File: src/sv/lgff_pkg.sv
package lgff_pkg;

  // Field widths fixed by the interface
  localparam int unsigned CmdWidth    = 2;
  localparam int unsigned ChanWidth   = 4;
  localparam int unsigned WordWidth   = 12;
  localparam int unsigned KindWidth   = 2;
  localparam int unsigned PeriodWidth = 10;

  // Full-scale duty; the store keeps FullScale minus duty
  localparam logic [WordWidth-1:0]   FullScale   = 12'd4095;
  localparam logic [PeriodWidth-1:0] PeriodReset = 10'd20;

  typedef enum logic [CmdWidth-1:0] {
    CMD_SET  = 2'd0,
    CMD_GET  = 2'd1,
    CMD_TICK = 2'd2
  } cmd_e;

  typedef enum logic [KindWidth-1:0] {
    KIND_READ  = 2'd0,
    KIND_BLANK = 2'd1,
    KIND_GREY  = 2'd2
  } kind_e;

  typedef enum logic [1:0] {
    ST_IDLE,
    ST_GET,
    ST_BLANK,
    ST_STREAM
  } state_e;

  // Store access strobes from the sequencer
  typedef struct packed {
    logic we;
    logic re;
  } store_ctl_t;

  // Result word request from the sequencer to the output register
  typedef struct packed {
    logic  load;
    kind_e kind;
    logic  blank;
    logic  last;
    logic  zero_reply;
  } emit_t;

endpackage

File: src/sv/lgff_ram.sv
module lgff_ram #(
  parameter int unsigned Width = 12,
  parameter int unsigned Depth = 16
) (
  input  logic                     clk_i,
  input  logic                     we_i,
  input  logic [$clog2(Depth)-1:0] waddr_i,
  input  logic [Width-1:0]         wdata_i,
  input  logic                     re_i,
  input  logic [$clog2(Depth)-1:0] raddr_i,
  output logic [Width-1:0]         rdata_o
);

  logic [Width-1:0] mem_q [Depth];
  logic [Width-1:0] rdata_q;

  // Write port
  always_ff @(posedge clk_i) begin
    if (we_i) begin
      mem_q[waddr_i] <= wdata_i;
    end
  end

  // Registered read port
  always_ff @(posedge clk_i) begin
    if (re_i) begin
      rdata_q <= mem_q[raddr_i];
    end
  end

  assign rdata_o = rdata_q;

endmodule

File: src/sv/lgff_store.sv
module lgff_store #(
  parameter int unsigned NUM_CHANNELS = 16
) (
  input  logic                            clk_i,
  input  logic                            rst_ni,
  input  lgff_pkg::store_ctl_t            ctl_i,
  input  logic [$clog2(NUM_CHANNELS)-1:0] addr_i,
  input  logic [lgff_pkg::WordWidth-1:0]  wdata_i,
  output logic [lgff_pkg::WordWidth-1:0]  rdata_o
);
  import lgff_pkg::*;

  logic [NUM_CHANNELS-1:0] valid_q;
  logic                    rvalid_q;
  logic [WordWidth-1:0]    ram_rdata;

  lgff_ram #(
    .Width(WordWidth),
    .Depth(NUM_CHANNELS)
  ) u_ram (
    .clk_i  (clk_i),
    .we_i   (ctl_i.we),
    .waddr_i(addr_i),
    .wdata_i(wdata_i),
    .re_i   (ctl_i.re),
    .raddr_i(addr_i),
    .rdata_o(ram_rdata)
  );

  // Mark written entries; an unwritten entry reads as zero
  always_ff @(posedge clk_i or negedge rst_ni) begin
    if (!rst_ni) begin
      valid_q  <= '0;
      rvalid_q <= 1'b0;
    end else begin
      if (ctl_i.we) begin
        valid_q[addr_i] <= 1'b1;
      end
      if (ctl_i.re) begin
        rvalid_q <= valid_q[addr_i];
      end
    end
  end

  assign rdata_o = rvalid_q ? ram_rdata : '0;

endmodule

File: src/sv/lgff_ctrl.sv
module lgff_ctrl #(
  parameter int unsigned NUM_CHANNELS = 16
) (
  input  logic                             clk_i,
  input  logic                             rst_ni,
  input  logic                             in_valid_i,
  input  logic [lgff_pkg::CmdWidth-1:0]    cmd_i,
  input  logic [lgff_pkg::ChanWidth-1:0]   channel_i,
  input  logic [lgff_pkg::PeriodWidth-1:0] frame_period_i,
  input  logic                             out_free_i,
  output logic                             in_ready_o,
  output lgff_pkg::store_ctl_t             store_ctl_o,
  output logic [$clog2(NUM_CHANNELS)-1:0]  addr_o,
  output lgff_pkg::emit_t                  emit_o
);
  import lgff_pkg::*;

  localparam int unsigned AddrWidth = $clog2(NUM_CHANNELS);
  localparam logic [AddrWidth-1:0] LastIdx = AddrWidth'(NUM_CHANNELS - 1);

  state_e                 state_q, state_d;
  logic [PeriodWidth-1:0] tick_q, tick_d;
  logic                   dirty_q, dirty_d;
  logic [AddrWidth-1:0]   idx_q, idx_d;
  logic                   first_q, first_d;
  logic                   oob_q, oob_d;

  logic                   accept;
  logic                   in_range;
  logic                   boundary;
  logic [PeriodWidth-1:0] period;
  logic [PeriodWidth-1:0] tick_inc;
  cmd_e                   cmd;

  assign cmd      = cmd_e'(cmd_i);
  assign accept   = in_valid_i && (state_q == ST_IDLE);
  assign in_range = 32'(channel_i) < NUM_CHANNELS;
  assign boundary = (tick_q == '0);
  assign in_ready_o = (state_q == ST_IDLE);

  // Frame counter: a zero period behaves as one
  assign period   = (frame_period_i == '0) ? PeriodWidth'(1) : frame_period_i;
  assign tick_inc = tick_q + 1'b1;

  // Next state
  always_comb begin
    state_d = state_q;
    unique case (state_q)
      ST_IDLE: begin
        if (accept) begin
          unique case (cmd)
            CMD_GET:  state_d = ST_GET;
            CMD_TICK: begin
              if (boundary) begin
                state_d = dirty_q ? ST_STREAM : ST_BLANK;
              end
            end
            default:  state_d = ST_IDLE;
          endcase
        end
      end
      ST_GET, ST_BLANK: begin
        if (out_free_i) begin
          state_d = ST_IDLE;
        end
      end
      ST_STREAM: begin
        if (out_free_i && (idx_q == '0)) begin
          state_d = ST_IDLE;
        end
      end
      default: state_d = ST_IDLE;
    endcase
  end

  // Outputs and datapath register updates
  always_comb begin
    store_ctl_o = '0;
    addr_o      = idx_q;
    emit_o      = '0;
    emit_o.kind = KIND_READ;
    tick_d      = tick_q;
    dirty_d     = dirty_q;
    idx_d       = idx_q;
    first_d     = first_q;
    oob_d       = oob_q;
    unique case (state_q)
      ST_IDLE: begin
        if (accept) begin
          unique case (cmd)
            CMD_SET: begin
              if (in_range) begin
                store_ctl_o.we = 1'b1;
                addr_o         = AddrWidth'(channel_i);
                dirty_d        = 1'b1;
              end
            end
            CMD_GET: begin
              store_ctl_o.re = in_range;
              addr_o         = AddrWidth'(channel_i);
              oob_d          = !in_range;
            end
            CMD_TICK: begin
              tick_d = (tick_inc >= period) ? '0 : tick_inc;
              if (boundary && dirty_q) begin
                // Start the frame at the highest channel
                store_ctl_o.re = 1'b1;
                addr_o         = LastIdx;
                dirty_d        = 1'b0;
                idx_d          = LastIdx;
                first_d        = 1'b1;
              end
            end
            default: begin
            end
          endcase
        end
      end
      ST_GET: begin
        emit_o.load       = out_free_i;
        emit_o.kind       = KIND_READ;
        emit_o.zero_reply = oob_q;
      end
      ST_BLANK: begin
        emit_o.load  = out_free_i;
        emit_o.kind  = KIND_BLANK;
        emit_o.blank = 1'b1;
      end
      ST_STREAM: begin
        emit_o.load  = out_free_i;
        emit_o.kind  = KIND_GREY;
        emit_o.blank = first_q;
        emit_o.last  = (idx_q == '0);
        // Fetch the next lower channel as this word leaves
        if (out_free_i) begin
          first_d = 1'b0;
          if (idx_q != '0) begin
            store_ctl_o.re = 1'b1;
            addr_o         = idx_q - 1'b1;
            idx_d          = idx_q - 1'b1;
          end
        end
      end
      default: begin
      end
    endcase
  end

  always_ff @(posedge clk_i or negedge rst_ni) begin
    if (!rst_ni) begin
      state_q <= ST_IDLE;
      tick_q  <= '0;
      dirty_q <= 1'b0;
      idx_q   <= '0;
      first_q <= 1'b0;
      oob_q   <= 1'b0;
    end else begin
      state_q <= state_d;
      tick_q  <= tick_d;
      dirty_q <= dirty_d;
      idx_q   <= idx_d;
      first_q <= first_d;
      oob_q   <= oob_d;
    end
  end

endmodule

File: src/sv/led_greyscale_frame_feeder_top.sv
// A get reply is read into the store read register and then into the output register.
// Set stays in the idle state; get and a clean boundary tick each emit one word; a dirty frame
// tick emits NUM_CHANNELS words, one word per cycle from the store read port while the output
// register is free; output stalls hold the block, and in_ready_o is low while a command is at work.
// Reset (async, active low): frame period 20, tick counter and dirty mark cleared, and
// every channel reads back as duty 4095 until written; no clearing pass is needed.
module led_greyscale_frame_feeder_top #(
  parameter int unsigned NUM_CHANNELS = 16
) (
  input  logic                             clk_i,
  input  logic                             rst_ni,
  // configuration write
  input  logic                             cfg_valid_i,
  output logic                             cfg_ready_o,
  input  logic [lgff_pkg::PeriodWidth-1:0] cfg_data_i,
  // command words
  input  logic                             in_valid_i,
  output logic                             in_ready_o,
  input  logic [lgff_pkg::CmdWidth-1:0]    cmd_i,
  input  logic [lgff_pkg::ChanWidth-1:0]   channel_i,
  input  logic [lgff_pkg::WordWidth-1:0]   duty_i,
  // result words
  output logic                             out_valid_o,
  input  logic                             out_ready_i,
  output logic [lgff_pkg::KindWidth-1:0]   kind_o,
  output logic [lgff_pkg::WordWidth-1:0]   read_duty_o,
  output logic [lgff_pkg::WordWidth-1:0]   grey_word_o,
  output logic                             blank_pulse_o,
  output logic                             last_o
);
  import lgff_pkg::*;

  localparam int unsigned AddrWidth = $clog2(NUM_CHANNELS);

  logic [PeriodWidth-1:0] frame_period_q;
  logic                   out_valid_q;
  logic [KindWidth-1:0]   kind_q;
  logic [WordWidth-1:0]   read_duty_q;
  logic [WordWidth-1:0]   grey_word_q;
  logic                   blank_q;
  logic                   last_q;

  logic                   out_free;
  store_ctl_t             store_ctl;
  logic [AddrWidth-1:0]   store_addr;
  logic [WordWidth-1:0]   store_wdata;
  logic [WordWidth-1:0]   store_rdata;
  emit_t                  emit;

  // Frame period register
  assign cfg_ready_o = 1'b1;

  always_ff @(posedge clk_i or negedge rst_ni) begin
    if (!rst_ni) begin
      frame_period_q <= PeriodReset;
    end else if (cfg_valid_i) begin
      frame_period_q <= cfg_data_i;
    end
  end

  // Store the inverted duty for the active-low outputs
  assign store_wdata = FullScale - duty_i;

  lgff_store #(
    .NUM_CHANNELS(NUM_CHANNELS)
  ) u_store (
    .clk_i  (clk_i),
    .rst_ni (rst_ni),
    .ctl_i  (store_ctl),
    .addr_i (store_addr),
    .wdata_i(store_wdata),
    .rdata_o(store_rdata)
  );

  lgff_ctrl #(
    .NUM_CHANNELS(NUM_CHANNELS)
  ) u_ctrl (
    .clk_i         (clk_i),
    .rst_ni        (rst_ni),
    .in_valid_i    (in_valid_i),
    .cmd_i         (cmd_i),
    .channel_i     (channel_i),
    .frame_period_i(frame_period_q),
    .out_free_i    (out_free),
    .in_ready_o    (in_ready_o),
    .store_ctl_o   (store_ctl),
    .addr_o        (store_addr),
    .emit_o        (emit)
  );

  // Output register: free when empty or being drained this cycle
  assign out_free = !out_valid_q || out_ready_i;

  always_ff @(posedge clk_i or negedge rst_ni) begin
    if (!rst_ni) begin
      out_valid_q <= 1'b0;
    end else if (emit.load) begin
      out_valid_q <= 1'b1;
    end else if (out_ready_i) begin
      out_valid_q <= 1'b0;
    end
  end

  // Format the result word
  always_ff @(posedge clk_i) begin
    if (emit.load) begin
      kind_q      <= emit.kind;
      blank_q     <= emit.blank;
      last_q      <= emit.last;
      read_duty_q <= ((emit.kind == KIND_READ) && !emit.zero_reply) ?
                     (FullScale - store_rdata) : '0;
      grey_word_q <= (emit.kind == KIND_GREY) ? store_rdata : '0;
    end
  end

  assign out_valid_o   = out_valid_q;
  assign kind_o        = kind_q;
  assign read_duty_o   = read_duty_q;
  assign grey_word_o   = grey_word_q;
  assign blank_pulse_o = blank_q;
  assign last_o        = last_q;

endmodule

File: config.mk
export PLATFORM = sky130hd
export DESIGN_NAME = led_greyscale_frame_feeder_top
export DESIGN_NICKNAME = d
export VERILOG_FILES = /design/src/sv/lgff_pkg.sv /design/src/sv/lgff_ram.sv /design/src/sv/lgff_store.sv /design/src/sv/lgff_ctrl.sv /design/src/sv/led_greyscale_frame_feeder_top.sv
export SDC_FILE = /design/constraint.sdc
export NUM_CORES = 1
export LEC_CHECK = 0
export BUFFER_PORTS_ARGS = -buffer_cell sky130_fd_sc_hd__buf_2
export CORE_MARGIN = 2
export CORE_UTILIZATION = 63
export CTS_BUF_LIST = sky130_fd_sc_hd__clkbuf_8
export DETAILED_ROUTE_END_ITERATION = 8
export HOLD_SLACK_MARGIN = 0.1
export PLACE_DENSITY_LB_ADDON = 0.25
export SYNTH_ARGS = -nofsm -noshare
export SYNTH_HDL_FRONTEND = slang
export SYNTH_SLANG_ARGS = --single-unit
File: constraint.sdc
create_clock -name clk_i -period 4.54 [get_ports clk_i]
set_clock_uncertainty 0.1 [all_clocks]
set_input_delay 0.227 -clock clk_i [delete_from_list [all_inputs] [get_ports clk_i]]
set_output_delay 0.227 -clock clk_i [all_outputs]
set_load 0.01 [all_outputs]
After elaboration in Yosys (flattened, before gate mapping)
Memory sizes are Yosys's and may differ from the RTL's. A register that Yosys moved wholly into a read port is not among the register bits.
Index checks and enable logic that the tools add are counted.
{"block": "word_totals", "out_inout_bits": 31, "input_bits": 33, "ram_bits": 192, "word_cells": 104, "memories": 1, "register_bits": 74}
{"name": "u_store.u_ram.mem_q", "depth": 16, "width": 12, "rd": 1, "rd_clocked_by_memory_dff": 1, "write_ports": 1, "line": "lgff_ram.sv:14", "text": "logic [Width-1:0] mem_q [Depth];"}
{"block": "classes", "mux": 44, "add_sub_neg": 4, "n_bitwise": 1, "eq_ne": 14, "n_reduce_logical": 23, "order_cmp": 3}
{"cell": "two-way mux 4 bit", "count": 6}
{"cell": "case mux 4 bit (2 select lines)", "count": 3}
{"cell": "subtractor 12 bit (first input constant)", "count": 2}
{"cell": "zero test 10 bit", "count": 2}
{"cell": "two-way mux 10 bit", "count": 2}
{"cell": "two-way mux 1 bit", "count": 17}
{"cell": "OR 16 bit", "count": 1}
{"cell": "inequality test 2 x 1 -> 1 bit (second input constant)", "count": 7}
{"cell": "two-way mux 12 bit", "count": 1}
{"cell": "adder 10 x 1 -> 10 bit (second input constant)", "count": 1}
{"cell": ">= comparator 10 bit", "count": 1}
{"cell": "two-way mux 2 bit", "count": 5}
{"cell": "case mux 1 bit (2 select lines)", "count": 5}
{"cell": "case mux 3 bit (3 select lines)", "count": 1}
{"cell": "equality test 2 bit (second input constant)", "count": 4}
{"cell": "AND reduction 4 bit", "count": 2}
{"cell": "zero test 2 bit", "count": 3}
{"cell": "case mux 2 bit (3 select lines)", "count": 1}
{"cell": "AND reduction 3 bit", "count": 2}
{"cell": "nonzero test 2 bit", "count": 3}
{"cell": "less-than comparator 4 x 5 -> 1 bit (second input constant)", "count": 1}
{"cell": "AND reduction 5 bit", "count": 1}
{"cell": "binary-select mux 1 bit (select 4 bit)", "count": 1}
{"cell": "demux 1 bit (select 4 bit)", "count": 1}
{"cell": "11 further kinds", "count": 16}

Longest topological paths before layout
Gate-level depths: netlist of the first run.
{"block": "logic_depth", "word_depth": 11, "ltp_mapped": 13, "ltp_nobuf": 11}

Cells and area by module
Synthesis of the first run repeated with hierarchy kept, for this count alone.
{"block": "unflattened", "hier_cells": 720, "hier_area_um2": 11842.6}
{"module": "lgff_ram", "area_per_inst_um2": 7719.9, "n_inst": 1, "cells_per_inst": 329, "seq_area_each_um2": 6125.9}
{"module": "lgff_ctrl", "area_per_inst_um2": 1775.5, "n_inst": 1, "cells_per_inst": 222, "seq_area_each_um2": 450.4}
{"module": "led_greyscale_frame_feeder_top", "area_per_inst_um2": 1490.2, "n_inst": 1, "cells_per_inst": 94, "seq_area_each_um2": 1118.6}
{"module": "lgff_store", "area_per_inst_um2": 857.1, "n_inst": 1, "cells_per_inst": 75, "seq_area_each_um2": 425.4}

Worst setup path after synthesis of the first run
Ideal clock, no wire load.
{"block": "synth_timing", "kind": "register to register", "from": "register u_ctrl.state_q[0]", "to": "register blank_q (netlist: blank_pulse_o), enable pin", "setup_time_ns": 0.448, "t_required_ns": 3.992, "arrival_ns": 2.996, "slack_ns": 0.995, "n_path_buf": 1, "path_stages_with_launch": 6, "synth_period_minus_slack_ns": 3.545, "cell_sequence": "dfrtp_1 ha_1 clkbuf_1 or2_2 nor2_1 nor3_1"}
{"item": "start, declared", "line": "lgff_ctrl.sv:21", "text": "state_e state_q, state_d;"}
{"item": "start signal, assigned", "line": "lgff_ctrl.sv:158", "text": "state_q <= state_d;"}
{"item": "end signal, assigned", "line": "led_greyscale_frame_feeder_top.sv:108", "text": "blank_q <= emit.blank;"}
{"item": "end, declared", "line": "led_greyscale_frame_feeder_top.sv:40", "text": "logic blank_q;"}

Final worst setup path of the first run
{"block": "layout_timing", "from": "register u_ctrl.idx_q[0]", "to": "memory u_store.u_ram.mem_q[9][9], enable pin"}
{"block": "layout_via", "elab_chain_len": 4, "word_cells_on_any_way": 8, "classes_between": "add/sub (1); mux (6); reduce/logical (1)"}
{"item": "start, declared", "line": "lgff_ctrl.sv:24", "text": "logic [AddrWidth-1:0] idx_q, idx_d;"}
{"item": "start signal, assigned", "line": "lgff_ctrl.sv:161", "text": "idx_q <= idx_d;"}
{"item": "subtractor 4 x 1 -> 4 bit, or another cell as far along", "line": "lgff_ctrl.sv:139", "text": "addr_o = idx_q - 1'b1;"}
{"item": "two-way mux 4 bit or case mux 4 bit (2 select lines) (tied branches)"}
{"item": "two-way mux 4 bit, on equally long branches"}
{"item": "case mux 4 bit (2 select lines) *", "line": "lgff_ctrl.sv:87", "text": "unique case (state_q)"}
{"item": "end, declared", "line": "lgff_ram.sv:14"}
Every way passes the cells marked *; elsewhere a longest branch is shown, timed or not.

==> results of run 1 <==
==> layout make-up <==
class,count,area (µm²),area share
multi-input cells,504,3440,0.252
repair buffers,119,836,0.0613
clock buffers,47,647,0.0475
inverters,33,124,0.00909
clock inverters,35,173,0.0127
well taps,234,293,0.0215
flip-flops and latches,278,8120,0.596
==> report_power, final <==
group	switching, mW	leakage, nW	total [mW]	internal, mW
combinational	2.30	2.07	3.72	1.42
clock	0.948	0.476	1.97	1.02
sequential	0.168	2.66	3.33	3.16
total	3.42	5.21	9.02	5.60
==> Yosys cell counts (all sizes together), types with 4 or more instances <==
cell type,instances,share of area
o21ai,26,0.011
or2,20,0.010
edfxtp,232,0.58
xor2,4,0.0029
a211oi,37,0.025
nor2,31,0.0097
clkbuf,18,0.0057
inv,33,0.010
and2,38,0.020
a221oi,4,0.0035
a221o,13,0.011
xnor2,4,0.0029
a31oi,25,0.013
nor3b,4,0.0029
nand2b,5,0.0026
a21oi,26,0.011
ha,23,0.024
dfrtp,44,0.092
nor4,4,0.0026
and3,30,0.016
o32ai,12,0.0088
mux2i,30,0.025
nand2,93,0.029
buf,29,0.017
a22o,11,0.0081
mux2,15,0.014
nor3,7,0.0029
nand3,14,0.0059
==> final timing paths <==
kind,end,startpoint,cells after the start
max,u_store.u_ram.mem_q[9][9],u_ctrl.idx_q[0],9
min,u_store.u_ram.mem_q[6][0],duty_i[0],2
max reg2reg,u_store.u_ram.mem_q[9][9],u_ctrl.idx_q[0],9
min reg2reg,u_store.valid_q[5],u_store.valid_q[5],1
max in group asynchronous,u_store.valid_q[2],rst_ni,2
min in group asynchronous,frame_period_q[8],rst_ni,2
==> per-stage QoR <==
stage / worst slack (ns) / hold WS, ns / cells / power, mW
6_report: 0.792 / 0.127 / 1250 / 9.02
5_1_grt: 0.550 / 0.147 / 1250 / 9.50
4_1_cts: 0.807 / 0.103 / 1250 / 9.02
3_5_place_dp: 0.812 / 0.344 / 1134 / 7.01
3_3_place_gp: 0.987 / 0.333 / 1134 / 6.88
2_1_floorplan: 0.995 / -0.169 / 862 / 6.13
==> layout by cell type, fill, tap and decap left out, types with 13 or more instances in the layout <==
cell / instances
a211oi_1: 33
a21oi_1: 25
a221o_1: 13
a31oi_1: 25
and2_0: 14
and2_1: 24
and3_1: 30
buf_2: 62
buf_4: 22
clkbuf_8: 47
dfrtp_1: 44
dlygate4sd3_1: 34
edfxtp_1: 232
ha_1: 23
inv_1: 46
mux2_2: 15
mux2i_1: 30
nand2_1: 92
nand3_1: 14
nor2_1: 31
o21ai_0: 24
or2_1: 17
==> registers in the layout, indices dropped and copies added, names as in the netlist, 2 cells and up <==
name / cells
frame_period_q: 10
grey_word_o: 12
kind_o: 2
read_duty_o: 12
u_ctrl.idx_q: 4
u_ctrl.state_q: 2
u_ctrl.tick_q: 10
u_store.u_ram.mem_q: 192
u_store.u_ram.rdata_o: 12
u_store.valid_q: 16
==> cells by family (layout without fill, tap and decap cells) <==
family | count (synthesis) | count (layout) | share of synthesized area
xor+xnor | 8 | 8 | 0.00587
compound gates | 168 | 168 | 0.103
mux | 47 | 47 | 0.0431
flops | 278 | 278 | 0.680
simple gates | 257 | 257 | 0.110
fa+ha+maj | 23 | 23 | 0.0241
other cells | 1 | 1 | 0.000314
buf+inv | 80 | 234 | 0.0333
==> layer usage <==
metal	wire length (µm)	up-vias
met5	0	-
met4	716	0
met3	1880	71
met2	12400	350
met1	10400	3620
li1	-	3468
==> results.sh, run 1 <==
export IMPL_status="finished clean"
export IMPL_io_pins=64
export IMPL_synth_ff_type="edfxtp_1"
export IMPL_fill_cells=1207
export IMPL_hold_class="in -> reg"
export IMPL_synth_fp_nets=918
export IMPL_relSlewSlack=0.252
export IMPL_startpoint_type="register"
export IMPL_grt_met3_usage=0.0533
export IMPL_finalHoldViolations=0
export IMPL_cts_hold_buf=34
export IMPL_syn_inst=862
export IMPL_period_minus_slack_ns=3.75
export IMPL_crit_chain="inv_1 -> ha_1 -> nor3b_2 -> or2_2 -> a21oi_2 -> o211a_4 -> nand3_1 -> nor2_1 -> buf_4"
export IMPL_place_congestion=0.973
export IMPL_power_density_nw_per_um2=662
export IMPL_critPathMaxFanout=78
export IMPL_crit_required_ns=4.70
export IMPL_worstSkewPairLatency_ns=0.56
export IMPL_drtIter0Drc=597
export IMPL_stdcell_area_um2=13600
export IMPL_yosys_warnings=0
export IMPL_die_w_um=142
export IMPL_grt_total_usage=0.261
export IMPL_n_antenna_cell=0
export IMPL_ys_async_sr_fraction=0.165
export IMPL_dr_pass1_iters=7
export IMPL_crit_arrival_ns=3.91
export IMPL_drive_gt1_frac=0.177
export IMPL_cts_tree="done"
export IMPL_p_leak_nw=5.21
export IMPL_gr_max_usage_layer="met2"
export IMPL_ys_seq_elements=278
export IMPL_setup_viol=0
export IMPL_drt_total_wl_um=25400
export IMPL_max_freq_mhz=267
export IMPL_critPathKind="reg -> reg"
export IMPL_htree_levels=2
export IMPL_drv_cap=0
export IMPL_detail_route_wl_per_cell_um=20.4
export IMPL_vdd_drop_max_v=0.000779
export IMPL_cts_root_buf="clkbuf_8"
export IMPL_critPathBufInv=2
export IMPL_clockBufferDepth=3
export IMPL_initial_core_util=0.640
export IMPL_rrSetupSlack_ns=0.79
export IMPL_gr_usage_met1=0.353
export IMPL_core_area_um2=18600
export IMPL_synth_edf_count=232
export IMPL_drc=0
export IMPL_clock_sinks=278
export IMPL_port_buffers=62
export IMPL_antenna_found_initial=0
export IMPL_area_growth_pct=14.2
export IMPL_endpoint_kind="register"
export IMPL_place_area_um2=12500
export IMPL_tightest_slew_ns=1.12
export IMPL_cp_slowest_stage_delay_ns=0.73
export IMPL_rows=50
export IMPL_overflow=0
export IMPL_syn_cell_area_um2=11900
export IMPL_cts_setup_buffers=0
export IMPL_ys_types=61
export IMPL_dieArea_um2=20100
export IMPL_ant_nets=0
export IMPL_finalSetupTns_ns=0
export IMPL_grt_pass1_wl_um=40400
export IMPL_utilization=0.731
export IMPL_vias=7509
export IMPL_die_h_um=142
export IMPL_yosysSeqAreaShare=0.680
export IMPL_clkTransAtPathRegs_ns=0.07
export IMPL_place_hpwl_um=15800
export IMPL_fin_crit_sh=0.826
export IMPL_avgSynthCellArea_um2=13.8
export IMPL_rsz0062_at_grt="no"
export IMPL_grt_max_degree=79
export IMPL_nets=1036
export IMPL_use_met2=0.426
export IMPL_first_global_vias=7566
export IMPL_cts_resized=0
export IMPL_routed_via_density=6.01
export IMPL_critical_path_top_delay_family="simple AND/OR/NAND/NOR gates"
export IMPL_cp_slowest_cell="o211a_4"
export IMPL_numCtsBuffers=44
export IMPL_slew_viol_final=0
(Power assumes the default switching activity.)
==> inputs of run 2 (changes only) <==
--- a/config.mk
+++ b/config.mk
@@ -7,7 +7,7 @@
 export LEC_CHECK = 0
 export BUFFER_PORTS_ARGS = -buffer_cell sky130_fd_sc_hd__buf_2
 export CORE_MARGIN = 2
-export CORE_UTILIZATION = 63
+export CORE_UTILIZATION = 57
 export CTS_BUF_LIST = sky130_fd_sc_hd__clkbuf_8
 export DETAILED_ROUTE_END_ITERATION = 8
 export HOLD_SLACK_MARGIN = 0.1
==> constraint.sdc (replaced) <==
create_clock -name clk_i -period 3.16 [get_ports clk_i]
set_clock_uncertainty 0.1 [all_clocks]
set_input_delay 0.158 -clock clk_i [delete_from_list [all_inputs] [get_ports clk_i]]
set_output_delay 0.158 -clock clk_i [all_outputs]
set_load 0.01 [all_outputs]
==> results.sh, run 2 (synthesis gave the netlist of run 1 again) <==
export IMPL_crit_chain="inv_1 -> ha_2 -> and4bb_1 -> o21ai_4 -> o211a_4 -> buf_12 -> and2_1 -> a211oi_1 -> o32ai_2 -> a221o_1"
export IMPL_largest_reg_flops=192
export IMPL_mostFrequentLayoutCells="edfxtp_1 (232), nand2_1 (92), buf_4 (64)"
export IMPL_final_common_cell="edfxtp_1"
export IMPL_r2r_end="u_store.u_ram.rdata_o[5]"
export IMPL_drt_total_wl_um=26800
export IMPL_area_growth_pct=20.8
export IMPL_endpoint_kind="register"
export IMPL_tightest_slew_ns=1.16
export IMPL_place_area_um2=13000
export IMPL_drv_cap=0
export IMPL_grt_max_degree=47
export IMPL_startpoint="u_ctrl.state_q[1]"
export IMPL_crit_required_ns=3.36
export IMPL_critPathMaxFanout=28
export IMPL_clockBufferDepth=3
export IMPL_clkTransAtPathRegs_ns=0.06
export IMPL_place_congestion=0.929
export IMPL_dieArea_um2=22100
export IMPL_initial_core_util=0.586
export IMPL_worstSkewPairLatency_ns=0.56
export IMPL_vias=7753
export IMPL_drtIter0Drc=606
export IMPL_nets=1103
export IMPL_max_freq_mhz=322
export IMPL_startpoint_type="register"
export IMPL_status="finished clean"
export IMPL_p_leak_nw=5.58
export IMPL_port_buffers=62
export IMPL_stdcell_area_um2=14400
export IMPL_worst_r2r_cell_count=10
export IMPL_drive_gt1_frac=0.226
export IMPL_routed_via_density=5.76
export IMPL_relSlewSlack=0.223
export IMPL_cts_root_buf="clkbuf_8"
export IMPL_detail_route_wl_per_cell_um=19.9
export IMPL_finalHoldViolations=0
export IMPL_clock_sinks=278
export IMPL_io_pins=64
export IMPL_first_global_vias=7550
export IMPL_fin_crit_sh=0.982
export IMPL_slew_viol_final=0
export IMPL_die_h_um=149
export IMPL_vdd_drop_max_v=0.000691
export IMPL_rrSetupSlack_ns=0.06
export IMPL_numCtsBuffers=45
export IMPL_critPathKind="reg -> reg"
export IMPL_setup_viol=0
export IMPL_grt_pass1_wl_um=41300
export IMPL_cp_slowest_stage_delay_ns=0.42
export IMPL_r2r_start="u_ctrl.state_q[1]"
export IMPL_antenna_found_initial=0
export IMPL_period_minus_slack_ns=3.10
export IMPL_hold_class="in -> reg"
export IMPL_crit_arrival_ns=3.31
export IMPL_n_antenna_cell=0
export IMPL_largest_register="u_store.u_ram.mem_q"
export IMPL_rows=52
export IMPL_htree_levels=2
export IMPL_finalSetupTns_ns=0
export IMPL_power_density_nw_per_um2=969
export IMPL_ant_nets=0
export IMPL_top_regs="u_store.u_ram.mem_q x192, u_store.valid_q x16"
export IMPL_core_area_um2=20400
export IMPL_cp_endpoint="u_store.u_ram.rdata_o[5]"
export IMPL_overflow=0
export IMPL_min_path_cells=5
export IMPL_cp_slowest_cell="and4bb_1"
export IMPL_drc=0
export IMPL_place_hpwl_um=16400
export IMPL_dr_pass1_iters=5
export IMPL_grt_total_usage=0.245
export IMPL_cts_tree="done"
export IMPL_die_w_um=149
==> run 2: cell count changes in the layout (fill, tap and decap cells not counted), moves of 2 or more <==
cell           before  now
o32ai_1            12   10
buf_4              22   64
clkinv_1           12    7
dlygate4sd3_1      34   47
o32ai_2             0    2
a21oi_1            25   23
buf_12              1   11
clkinvlp_4          0    2
clkinv_2            8    4
nor2_1             31   29
nor2_2              0    2
==> run 2: metal layers <==
| layer | GRT usage | wire, µm | vias up |
|---|---|---|---|
| met4 | 0.0876 | 595 | 0 |
| met2 | 0.393 | 12500 | 298 |
| met3 | 0.0482 | 2020 | 50 |
| met1 | 0.338 | 11700 | 3790 |
| met5 | 0 | 0 | - |
| li1 | - | - | 3615 |
==> run 2: report_power, final <==
part / switching, mW / total, mW / internal [mW]
combinational: 3.55 / 6.37 / 2.82
sequential: 0.232 / 4.78 / 4.55
clock: 1.36 / 2.82 / 1.45
==> run 2: area by class of cell <==
type	instances	area, µm²
Clock buffer	47	647
Clock inverter	29	155
Fill cell	1323	5940
Inverter	33	124
Multi-Input combinational cell	505	3560
Sequential cell	278	8120
Tap cell	270	338
Timing Repair Buffer	184	1480
==> run 2: through the flow <==
step           utilization  power, mW  hold slack [ns]  setup WS, ns  instances
2_1_floorplan            -       8.81           -0.238       0.00100        862
3_3_place_gp         0.638       10.6            0.260         0.136       1218
3_5_place_dp         0.638       10.7            0.267        0.0391       1218
4_1_cts              0.701       13.6            0.117       0.00746       1341
5_1_grt              0.708       14.7            0.172       -0.0665       1346
6_report             0.708       14.0            0.127        0.0556       1346
==> run 2: how the worst min path moves through the flow <==
stage                        from                 to  slack, ns
floorplan                  rst_ni  frame_period_q[0]      -0.24
global placement    cfg_data_i[8]  frame_period_q[8]       0.26
detailed placement  cfg_data_i[8]  frame_period_q[8]       0.27
CTS                      cmd_i[0]  u_ctrl.state_q[0]       0.12
global route             cmd_i[0]  u_ctrl.state_q[0]       0.17
finish                   cmd_i[0]  u_ctrl.state_q[0]       0.13
==> run 2: critical path, delay by kind of cell (launching register included) <==
family,cells,cell delay [ns]
adder cells (fa/ha/maj),1,0.33
AO/OA/AOI/OAI,5,1.11
flip-flops,1,0.41
buffers and inverters,2,0.30
AND/OR/NAND/NOR,2,0.58
==> run 2: what timing repair did <==
item / in CTS / in global routing
hold buffers: 47 / 0
endpoints found under the hold margin: 251 / 0
resized for setup: 0 / 17
setup endpoints to repair: 0 / 123
buffers inserted: 0 / 4
